`src/design/rrs_pkg.sv`:
```
// Shared types and constants for the replay ring with shuffled readout.
`default_nettype none
package rrs_pkg;

	localparam int MAX_ENTRIES_DEF   = 1024;
	localparam int MAX_ROW_WORDS_DEF = 16;

	localparam int DATA_W     = 64;
	localparam int CAP_W      = 11;
	localparam int ROWW_W     = 5;
	localparam int BATCH_W    = 11;
	localparam int SEED_W     = 32;
	localparam int STORED_W   = 11;
	localparam int TDATA_W    = 80;
	localparam int TUSER_W    = 3;
	localparam int CFG_IDX_W  = 2;

	localparam logic [CAP_W-1:0]  CAP_RST   = 11'd1024;
	localparam logic [ROWW_W-1:0] ROWW_RST  = 5'd16;
	localparam logic [BATCH_W-1:0] BATCH_RST = 11'd32;
	localparam logic [SEED_W-1:0] SEED_RST  = 32'd5489;

	// MT19937
	localparam int MT_N  = 624;
	localparam int MT_M  = 397;
	localparam int MT_IW = 10;
	localparam logic [31:0] MT_MATRIX = 32'h9908_b0df;
	localparam logic [31:0] MT_INIT_MUL = 32'd1812433253;
	localparam logic [31:0] MT_TMASK_B = 32'h9d2c_5680;
	localparam logic [31:0] MT_TMASK_C = 32'hefc6_0000;

	typedef enum logic [CFG_IDX_W-1:0] {
		REG_CAPACITY  = 2'd0,
		REG_ROW_WORDS = 2'd1,
		REG_BATCH     = 2'd2,
		REG_SEED      = 2'd3
	} cfg_reg_t;

	typedef enum logic {
		CMD_APPEND = 1'b0,
		CMD_PULL   = 1'b1
	} cmd_kind_t;

	typedef struct packed {
		cmd_kind_t          kind;
		logic [DATA_W-1:0]  word;
	} cmd_t;

	typedef struct packed {
		logic        busy;
		logic        ack;
		logic [31:0] key;
	} mt_rsp_t;

endpackage
`default_nettype wire

```
`src/design/rrs_front.sv`:
```
// Input side: takes words, tags them append or pull, and queues them two deep.
`default_nettype none
module rrs_front (
	input  wire logic                     clk,
	input  wire logic                     arst_n,
	input  wire logic                     s_tvalid,
	output logic                          s_tready,
	input  wire logic [rrs_pkg::DATA_W-1:0] s_tdata,
	input  wire logic                     s_tuser,
	output rrs_pkg::cmd_t                 cmd,
	output logic                          cmd_valid,
	input  wire logic                     cmd_pop
);
	rrs_pkg::cmd_t ent_q [2];
	logic          wr_ptr_q;
	logic          rd_ptr_q;
	logic [1:0]    count_q;
	logic          push;
	rrs_pkg::cmd_t in_cmd;

	always_comb begin
		in_cmd.kind = s_tuser ? rrs_pkg::CMD_PULL : rrs_pkg::CMD_APPEND;
		in_cmd.word = s_tdata;
	end

	assign s_tready  = (count_q != 2'd2);
	assign push      = s_tvalid && s_tready;
	assign cmd_valid = (count_q != 2'd0);
	assign cmd       = ent_q[rd_ptr_q];

	always_ff @(posedge clk or negedge arst_n) begin
		if (!arst_n) begin
			wr_ptr_q <= 1'b0;
			rd_ptr_q <= 1'b0;
			count_q  <= 2'd0;
			ent_q[0] <= '0;
			ent_q[1] <= '0;
		end else begin
			if (push) begin
				ent_q[wr_ptr_q] <= in_cmd;
				wr_ptr_q        <= ~wr_ptr_q;
			end
			if (cmd_pop) begin
				rd_ptr_q <= ~rd_ptr_q;
			end
			case ({push, cmd_pop})
				2'b10:   count_q <= count_q + 2'd1;
				2'b01:   count_q <= count_q - 2'd1;
				default: count_q <= count_q;
			endcase
		end
	end
endmodule
`default_nettype wire

```
`config.mk`:
```
export PLATFORM = sky130hd
export DESIGN_NAME = rrs_front
export DESIGN_NICKNAME = d
export VERILOG_FILES = /design/src/design/rrs_pkg.sv /design/src/design/rrs_front.sv
export SDC_FILE = /design/constraint.sdc
export NUM_CORES = 1
export LEC_CHECK = 0
export BUFFER_PORTS_ARGS = -buffer_cell sky130_fd_sc_hd__buf_2
export CAP_MARGIN = 20
export CORE_MARGIN = 2
export CORE_UTILIZATION = 55
export DETAILED_ROUTE_END_ITERATION = 12
export PLACE_DENSITY = 0.8
export SLEW_MARGIN = 20
export SYNTH_ARGS = -nofsm -noshare
export SYNTH_HDL_FRONTEND = slang
export SYNTH_SLANG_ARGS = --single-unit
```
`constraint.sdc`:
```
create_clock -name clk -period 3.6 [get_ports clk]
set_input_delay 0.72 -clock clk [delete_from_list [all_inputs] [get_ports clk]]
set_output_delay 0.72 -clock clk [all_outputs]
set_load 0.01 [all_outputs]
```
## Word-level counts from Yosys, hierarchy flattened

Index checks and enable logic that the tools add are counted.
Widths: inputs -> output; s select.

| cells by class | value |
|---|---|
| reduce and logical (&&, ||, !) cells | 4 |
| bitwise logic cells | 4 |
| $lt $le $gt $ge | 3 |
| add/sub/neg operators | 2 |
| multiplexer cells | 8 |
| equal/unequal tests | 3 |

Operators with widths:

| cell | number |
|---|---|
| $mux 65 | 4 |
| $bwmux 130 | 1 |
| $demux 65 s1 | 1 |
| $ge 2x2->1 const B | 2 |
| $not 1->2 | 2 |
| $pmux 2 s2 | 1 |
| $reduce_bool 2->1 | 2 |
| $add 2x1->2 const B | 1 |
| $eq 2x1->1 const B | 1 |
| $eq 2x2->1 const B | 1 |
| $logic_and 1x1->1 | 2 |
| $lt 2x1->1 const B | 1 |
| $ne 2x2->1 const B | 1 |
| $not 1->1 | 2 |
| $sub 2x1->2 const B | 1 |
| $mux 1 | 1 |

| storage, ports and cells | value |
|---|---|
| register bits after elaboration | 134 |
| logic and storage cells | 31 |
| input port bits | 69 |

## Longest topological paths before layout

Gate-level depths: netlist of run 1.

| depth | value |
|---|---|
| depth in word-level cells | 6 |
| depth in mapped cells | 6 |

## Worst setup path before layout of run 1

OpenSTA, ideal clock, no wires.

| timing path | value |
|---|---|
| path type | flip-flop to output port |
| start point | register rd_ptr_q |
| end point | output cmd[12] (netlist name) |
| data arrival time | 1.120 ns |
| path buffers | 2 |
| data required time | 2.880 ns |
| setup slack | 1.760 ns |
| cell stages (with the launch flop) | 4 |
| path through | dfrtp_1 -> buf_2 -> buf_2 -> mux2_2 |

RTL lines:

| what | RTL line | text |
|---|---|---|
| start, declared | rrs_front.sv:16 | `logic rd_ptr_q;` |
| start signal, assigned | rrs_front.sv:44 | `rd_ptr_q <= ~rd_ptr_q;` |
| end, declared | rrs_front.sv:10 | `output rrs_pkg::cmd_t cmd,` |

==> results of run 1 <==
cells by family (layout without fill, tap and decap cells):
group / count (synthesis) / count (layout) / share of synthesized area
fa+ha+maj: 1 / 1 / 0.00198
flops: 134 / 134 / 0.531
xor+xnor: 5 / 5 / 0.00693
mux: 195 / 195 / 0.407
simple gates: 6 / 6 / 0.00812
buf+inv: 21 / 172 / 0.0455
layer usage:
layer,GRT usage,up-vias
met5,0,-
met1,0.258,1755
met3,0.0536,27
met2,0.328,85
met4,0.101,0
li1,-,1575
power by group:
group	switching (mW)	total, mW	leakage (nW)	internal [mW]
registers	0.484	2.78	1.57	2.29
clock network	0.632	1.74	0.298	1.10
logic	1.34	3.52	1.73	2.17
total	2.46	8.03	3.60	5.57
registers in the layout (all words and copies together) (netlist names):
name,cells
rd_ptr_q,1
ent_q,130
count_q,2
wr_ptr_q,1
cells in the final DEF, fill, tap and decap left out, types with 3 or more instances in the layout:
master	instances
sky130_fd_sc_hd__buf_12	4
sky130_fd_sc_hd__buf_2	134
sky130_fd_sc_hd__clkbuf_16	17
sky130_fd_sc_hd__clkbuf_8	5
sky130_fd_sc_hd__clkinv_2	6
sky130_fd_sc_hd__dfrtp_1	133
sky130_fd_sc_hd__mux2_2	95
sky130_fd_sc_hd__mux2_4	100
sky130_fd_sc_hd__xnor2_1	3
final cells by class:
type,instances,share of cell area
sequential,134,0.443
multi-input combinational,207,0.354
timing repair buffer,140,0.101
clock buffer,23,0.0658
tap,143,0.0236
clock inverter,9,0.0129
cells in the mapped netlist:
cell type	n
sky130_fd_sc_hd__dfrtp_1	134
sky130_fd_sc_hd__mux2_4	100
sky130_fd_sc_hd__mux2_2	95
sky130_fd_sc_hd__buf_12	12
sky130_fd_sc_hd__buf_2	5
sky130_fd_sc_hd__xnor2_1	3
sky130_fd_sc_hd__buf_4	2
sky130_fd_sc_hd__clkbuf_1	2
sky130_fd_sc_hd__xor2_1	2
sky130_fd_sc_hd__and3_4	1
sky130_fd_sc_hd__and3b_4	1
sky130_fd_sc_hd__ha_1	1
sky130_fd_sc_hd__nand2_1	1
sky130_fd_sc_hd__nand2b_4	1
sky130_fd_sc_hd__nor2_1	1
sky130_fd_sc_hd__or2_2	1
path summary, 6_finish.rpt:
check | startpoint | end | slack [ps]
max in group asynchronous | arst_n | rd_ptr_q | 2310
setup / recovery | rd_ptr_q | cmd[43] | 910
hold / removal | arst_n | ent_q[114] | 400
hold reg to reg | wr_ptr_q | wr_ptr_q | 500
min in group clk | wr_ptr_q | wr_ptr_q | 500
setup reg to reg | count_q[0] | ent_q[63] | 1520
stage by stage:
step / worst slack (ps) / power [mW] / hold slack, ps / instance area [um2]
final: 913 / 8.03 / 395 / 7570
after global routing: 808 / 8.46 / 462 / 7570
after CTS: 876 / 8.11 / 421 / 7570
after detailed placement: 1280 / 6.31 / 487 / 6980
after global placement: 1300 / 6.19 / 483 / 6980
after floorplan: 1760 / 5.44 / 424 / 6320
==> qor.yml, run 1 <==
min_path_type: "in -> async"
drt-wirelength-per-cell_um: 18.3
post-cts-setup-buffer-count: 0
grtUsageTotal: 0.205
placement_rows: 39
antenna_found_initial: 0
finalWirelength_um: 12000
power_density_nw_per_um2: 1060
layout-drive-gt1-share: 0.723
cts_root_buffer: "sky130_fd_sc_hd__clkbuf_16"
timing.fmax_mhz: 372
final.fill_count: 792
worst_path_dominant_cell_family: "flip-flops"
fin_tns_setup_ps: 0
clk_pin_slew_ps: 50
drv.max_cap_violation_count: 0
yosys_warnings: 0
core_region_area_um2: 11300
drv_slew: 0
tritoncts_clock_tree: "built"
grt-ovfl-total: 0
vdd_drop_max_mv: 0.956
total_setup_violations_reported_at_the_end_of_the_flow: 0
leading_area_contributor_after_synthesis: "sky130_fd_sc_hd__dfrtp_1"
ys_top_cells_by_area: "sky130_fd_sc_hd__dfrtp_1 53%, sky130_fd_sc_hd__mux2_4 24%, sky130_fd_sc_hd__mux2_2 17%, sky130_fd_sc_hd__buf_12 3.8%, sky130_fd_sc_hd__xnor2_1 0.42%"
instances_no_fill: 656
layout.area.seq_um2: 3350
drt_iter0_markers: 113
final_core_utilization: 0.669
dpl.cell_count: 624
detailed_place_hpwl_um: 7610
vias_per_cell: 5.25
place_congestion: 0.745
portBuffers: 135
crit_slowest_cell: "sky130_fd_sc_hd__dfrtp_2"
rsz0062_at_grt: "no"
timing_worst_setup_path_type: "reg -> out"
number_of_global_route_vias_before_repair: 3842
detailroute.wirelength.met2_um: 5930
flow.area_growth_from_synthesis_pct: 19.8
die_area_um2: 12400
worst_setup_path_start_kind: "flip-flop"
htree_num_levels: 4
critical_path.cell_chain: "buf_4 -> mux2_2 -> buf_2"
final-hold-violation-count: 0
grt_pass1_wl_um: 19700
dr_wl_met3_um: 552
status: "finished, final reports clean"
syn_nets: 432
ioPinCount: 136
initial_utilization: 0.558
slew-limit-headroom: 0.453
detailedRoute.firstPassIterationCount: 4
setup.worst_path.end_class: "output port"
final_nets: 570
ant_nets: 0
top_layer_used: "met4"
grt_start_max_net_pins: 71
worstSkewPairLatency_ps: 420
cts.path.max_buffers: 2
dr_total_vias: 3442
cts_sinks: 134
crit_cells: 3
instance_count_of_the_mapped_netlist: 362
yosysSeqAreaShare: 0.531
critical_path.max_fanout: 21
drc: 0
finalWorstPathRequiredPeriod_ps: 2690
synth_top_area_share: 0.531
post_cts.resized_instances: 0
route.layer.met1.wl_um: 5280
slew_at_the_pin_closest_to_its_max_slew_limit_ps: 820
cts_made_buffers: 17
floorplan.die.height_um: 111
syn_area_per_cell_um2: 17.5
worst_r2r_path_depth: 4
post_synth_instance_area_um2: 6320
holdBufCountCts: 0
chipWidth_um: 111
yosys_register_bits: 134
fin_skew_ps: 6.89
post_synth_num_cell_types: 16
worstPathArrival_ps: 1970
max_stage_delay_ps: 700
period_share: 0.747
num_antenna_cells: 0
multiInputGateArea_um2: 2680
critical_path_buf_inv_count: 2
power.leakage_nw: 3.60
critPathRequiredTime_ps: 2880
No activity file was read; power rests on OpenSTA's default activity.
==> run 2: changes to the inputs <==
--- a/config.mk
+++ b/config.mk
@@ -8,9 +8,9 @@
 export BUFFER_PORTS_ARGS = -buffer_cell sky130_fd_sc_hd__buf_2
 export CAP_MARGIN = 20
 export CORE_MARGIN = 2
-export CORE_UTILIZATION = 55
+export CORE_UTILIZATION = 49
 export DETAILED_ROUTE_END_ITERATION = 12
-export PLACE_DENSITY = 0.8
+export PLACE_DENSITY = 0.76
 export SLEW_MARGIN = 20
 export SYNTH_ARGS = -nofsm -noshare
 export SYNTH_HDL_FRONTEND = slang
==> constraint.sdc (replaced) <==
create_clock -name clk -period 2.4 [get_ports clk]
set_input_delay 0.48 -clock clk [delete_from_list [all_inputs] [get_ports clk]]
set_output_delay 0.48 -clock clk [all_outputs]
set_load 0.01 [all_outputs]
==> qor.yml, run 2 (synthesis results as in run 1) <==
power.leakage_nw: 3.59  # was 3.60 nW
total_setup_violations_reported_at_the_end_of_the_flow: 0  # unchanged
critical_path.max_fanout: 66  # was 21
vias_per_cell: 5.01  # was 5.25
slew-limit-headroom: 0.525  # was 0.453
largest_register: "ent_q"  # unchanged
cts.path.max_buffers: 2  # unchanged
dr_total_vias: 3429  # was 3,442
detailed_place_hpwl_um: 7420  # was 7610 um
power_density_nw_per_um2: 1560  # was 1060 nW/um2
grtUsageTotal: 0.180  # was 0.205
reg_top3: "ent_q (130), count_q (2)"  # unchanged
finalWirelength_um: 11700  # was 12,000 um
final_core_utilization: 0.603  # was 0.669
route.layer.met1.wl_um: 5070  # was 5280 um
drc: 0  # unchanged
grt_pass1_wl_um: 19700  # about the same
initial_utilization: 0.501  # was 0.558
period_share: 0.896
drv_slew: 0  # unchanged
detailedRoute.firstPassIterationCount: 4  # unchanged
worst_setup_path_start_kind: "flip-flop"  # unchanged
finalWorstPathRequiredPeriod_ps: 2150
cts_root_buffer: "sky130_fd_sc_hd__clkbuf_16"  # unchanged
flow.area_growth_from_synthesis_pct: 20.3  # was 19.8%
slew_at_the_pin_closest_to_its_max_slew_limit_ps: 713  # was 820 ps
register_to_register_path_setup_slack_ps: 820  # was 1520 ps
floorplan.die.height_um: 118  # was 111 um
total_power_mw: 11.9  # was 8.03 mW
dpl_cell_area_um2: 7050  # was 6980 um2
worstPathArrival_ps: 1670  # was 1970 ps
commonest_cells_after_routing_fill_and_taps_aside: "134 x sky130_fd_sc_hd__buf_2, 133 x sky130_fd_sc_hd__dfrtp_1, 100 x sky130_fd_sc_hd__mux2_4, 95 x sky130_fd_sc_hd__mux2_2, 17 x sky130_fd_sc_hd__clkbuf_16"  # unchanged
dpl.cell_count: 654  # was 624
drt_iter0_markers: 142  # was 113
status: "finished, final reports clean"  # unchanged
critPathRequiredTime_ps: 1920  # was 2880 ps
grt-ovfl-total: 0  # unchanged
timing_worst_setup_path_type: "reg -> out"  # unchanged
final_nets: 571  # was 570
worst_r2r_startpoint: "count_q[0]"  # unchanged
worst_r2r_endpoint: "ent_q[63]"  # unchanged
largest_reg_flops: 130  # unchanged
min_path_type: "in -> async"  # unchanged
drv.max_cap_violation_count: 0  # unchanged
placement_rows: 41  # was 39
worst_r2r_path_depth: 4  # unchanged
worstSkewPairLatency_ps: 410  # was 420 ps
rsz0062_at_grt: "no"  # unchanged
antenna_found_initial: 0  # unchanged
top_layer_used: "met4"  # unchanged
chipWidth_um: 118  # was 111 um
core_region_area_um2: 12600  # was 11,300 um2
cts_sinks: 134  # unchanged
num_antenna_cells: 0  # unchanged
holdBufCountCts: 0  # unchanged
cts_made_buffers: 17  # unchanged
die_area_um2: 13800  # was 12,400 um2
detailroute.wirelength.met2_um: 5850  # was 5930 um
setup.worst_path.end_class: "output port"  # unchanged
fin_skew_ps: 6.50  # was 6.89 ps
timing.fmax_mhz: 465
post_cts.resized_instances: 0  # unchanged
clk_pin_slew_ps: 60  # was 50 ps
number_of_global_route_vias_before_repair: 3878  # was 3,842
tritoncts_clock_tree: "built"  # unchanged
ioPinCount: 136  # unchanged
dr_wl_met3_um: 574  # was 552 um
layout-drive-gt1-share: 0.713  # was 0.723
place_congestion: 0.748  # was 0.745
portBuffers: 135  # unchanged
instances_no_fill: 685  # was 656
fin_tns_setup_ps: 0  # unchanged
ant_nets: 0  # unchanged
vdd_drop_max_mv: 0.828  # was 0.956 mV
grt_start_max_net_pins: 135  # was 71
final-hold-violation-count: 0  # unchanged
final_cell_area_um2: 7600  # was 7570 um2
htree_num_levels: 4  # unchanged
post-cts-setup-buffer-count: 0  # unchanged
final_common_cell: "sky130_fd_sc_hd__buf_2"  # unchanged
drt-wirelength-per-cell_um: 17.1  # was 18.3 um
==> run 2: layer usage <==
metal,vias up,global-route usage
met4,0,0.0633
met3,13,0.0615
li1,1560,-
met1,1772,0.224
met5,-,0
met2,84,0.292
==> run 2: per-stage QoR <==
step	hold WS, ps	worst slack, ps
CTS	225	224
floorplan	184	800
global placement	482	672
finish	178	251
global route	242	179
detailed placement	490	669
==> run 2: where the power goes <==
part	switching, mW	internal, mW	leakage [nW]	total, mW
clock	0.875	1.56	0.274	2.43
sequential	0.648	3.44	1.57	4.09
combinational	2.06	3.29	1.74	5.35
total	3.58	8.29	3.59	11.9
==> run 2: worst max-delay path by stage <==
stage | startpoint | endpoint | cells past startpoint
after global placement | rd_ptr_q | cmd[42] | 3
after detailed placement | rd_ptr_q | cmd[42] | 3
after floorplan | rd_ptr_q | cmd[12] | 3
after CTS | rd_ptr_q | cmd[42] | 3
final | rd_ptr_q | cmd[26] | 3
after global routing | rd_ptr_q | cmd[47] | 3
==> run 2: final cells by class <==
cell class,count,area [um2]
clock buffer,28,517
clock inverter,3,40.0
tap,172,215
timing repair buffer,141,798
fill,1021,5020
sequential,134,3350
multi-input combinational,207,2680
==> run 2: critical path, cell delays in order, from the launching register on <==
cell and delay (ps):
sky130_fd_sc_hd__dfrtp_2 370, sky130_fd_sc_hd__buf_12 330, sky130_fd_sc_hd__mux2_2 400, sky130_fd_sc_hd__buf_2 140
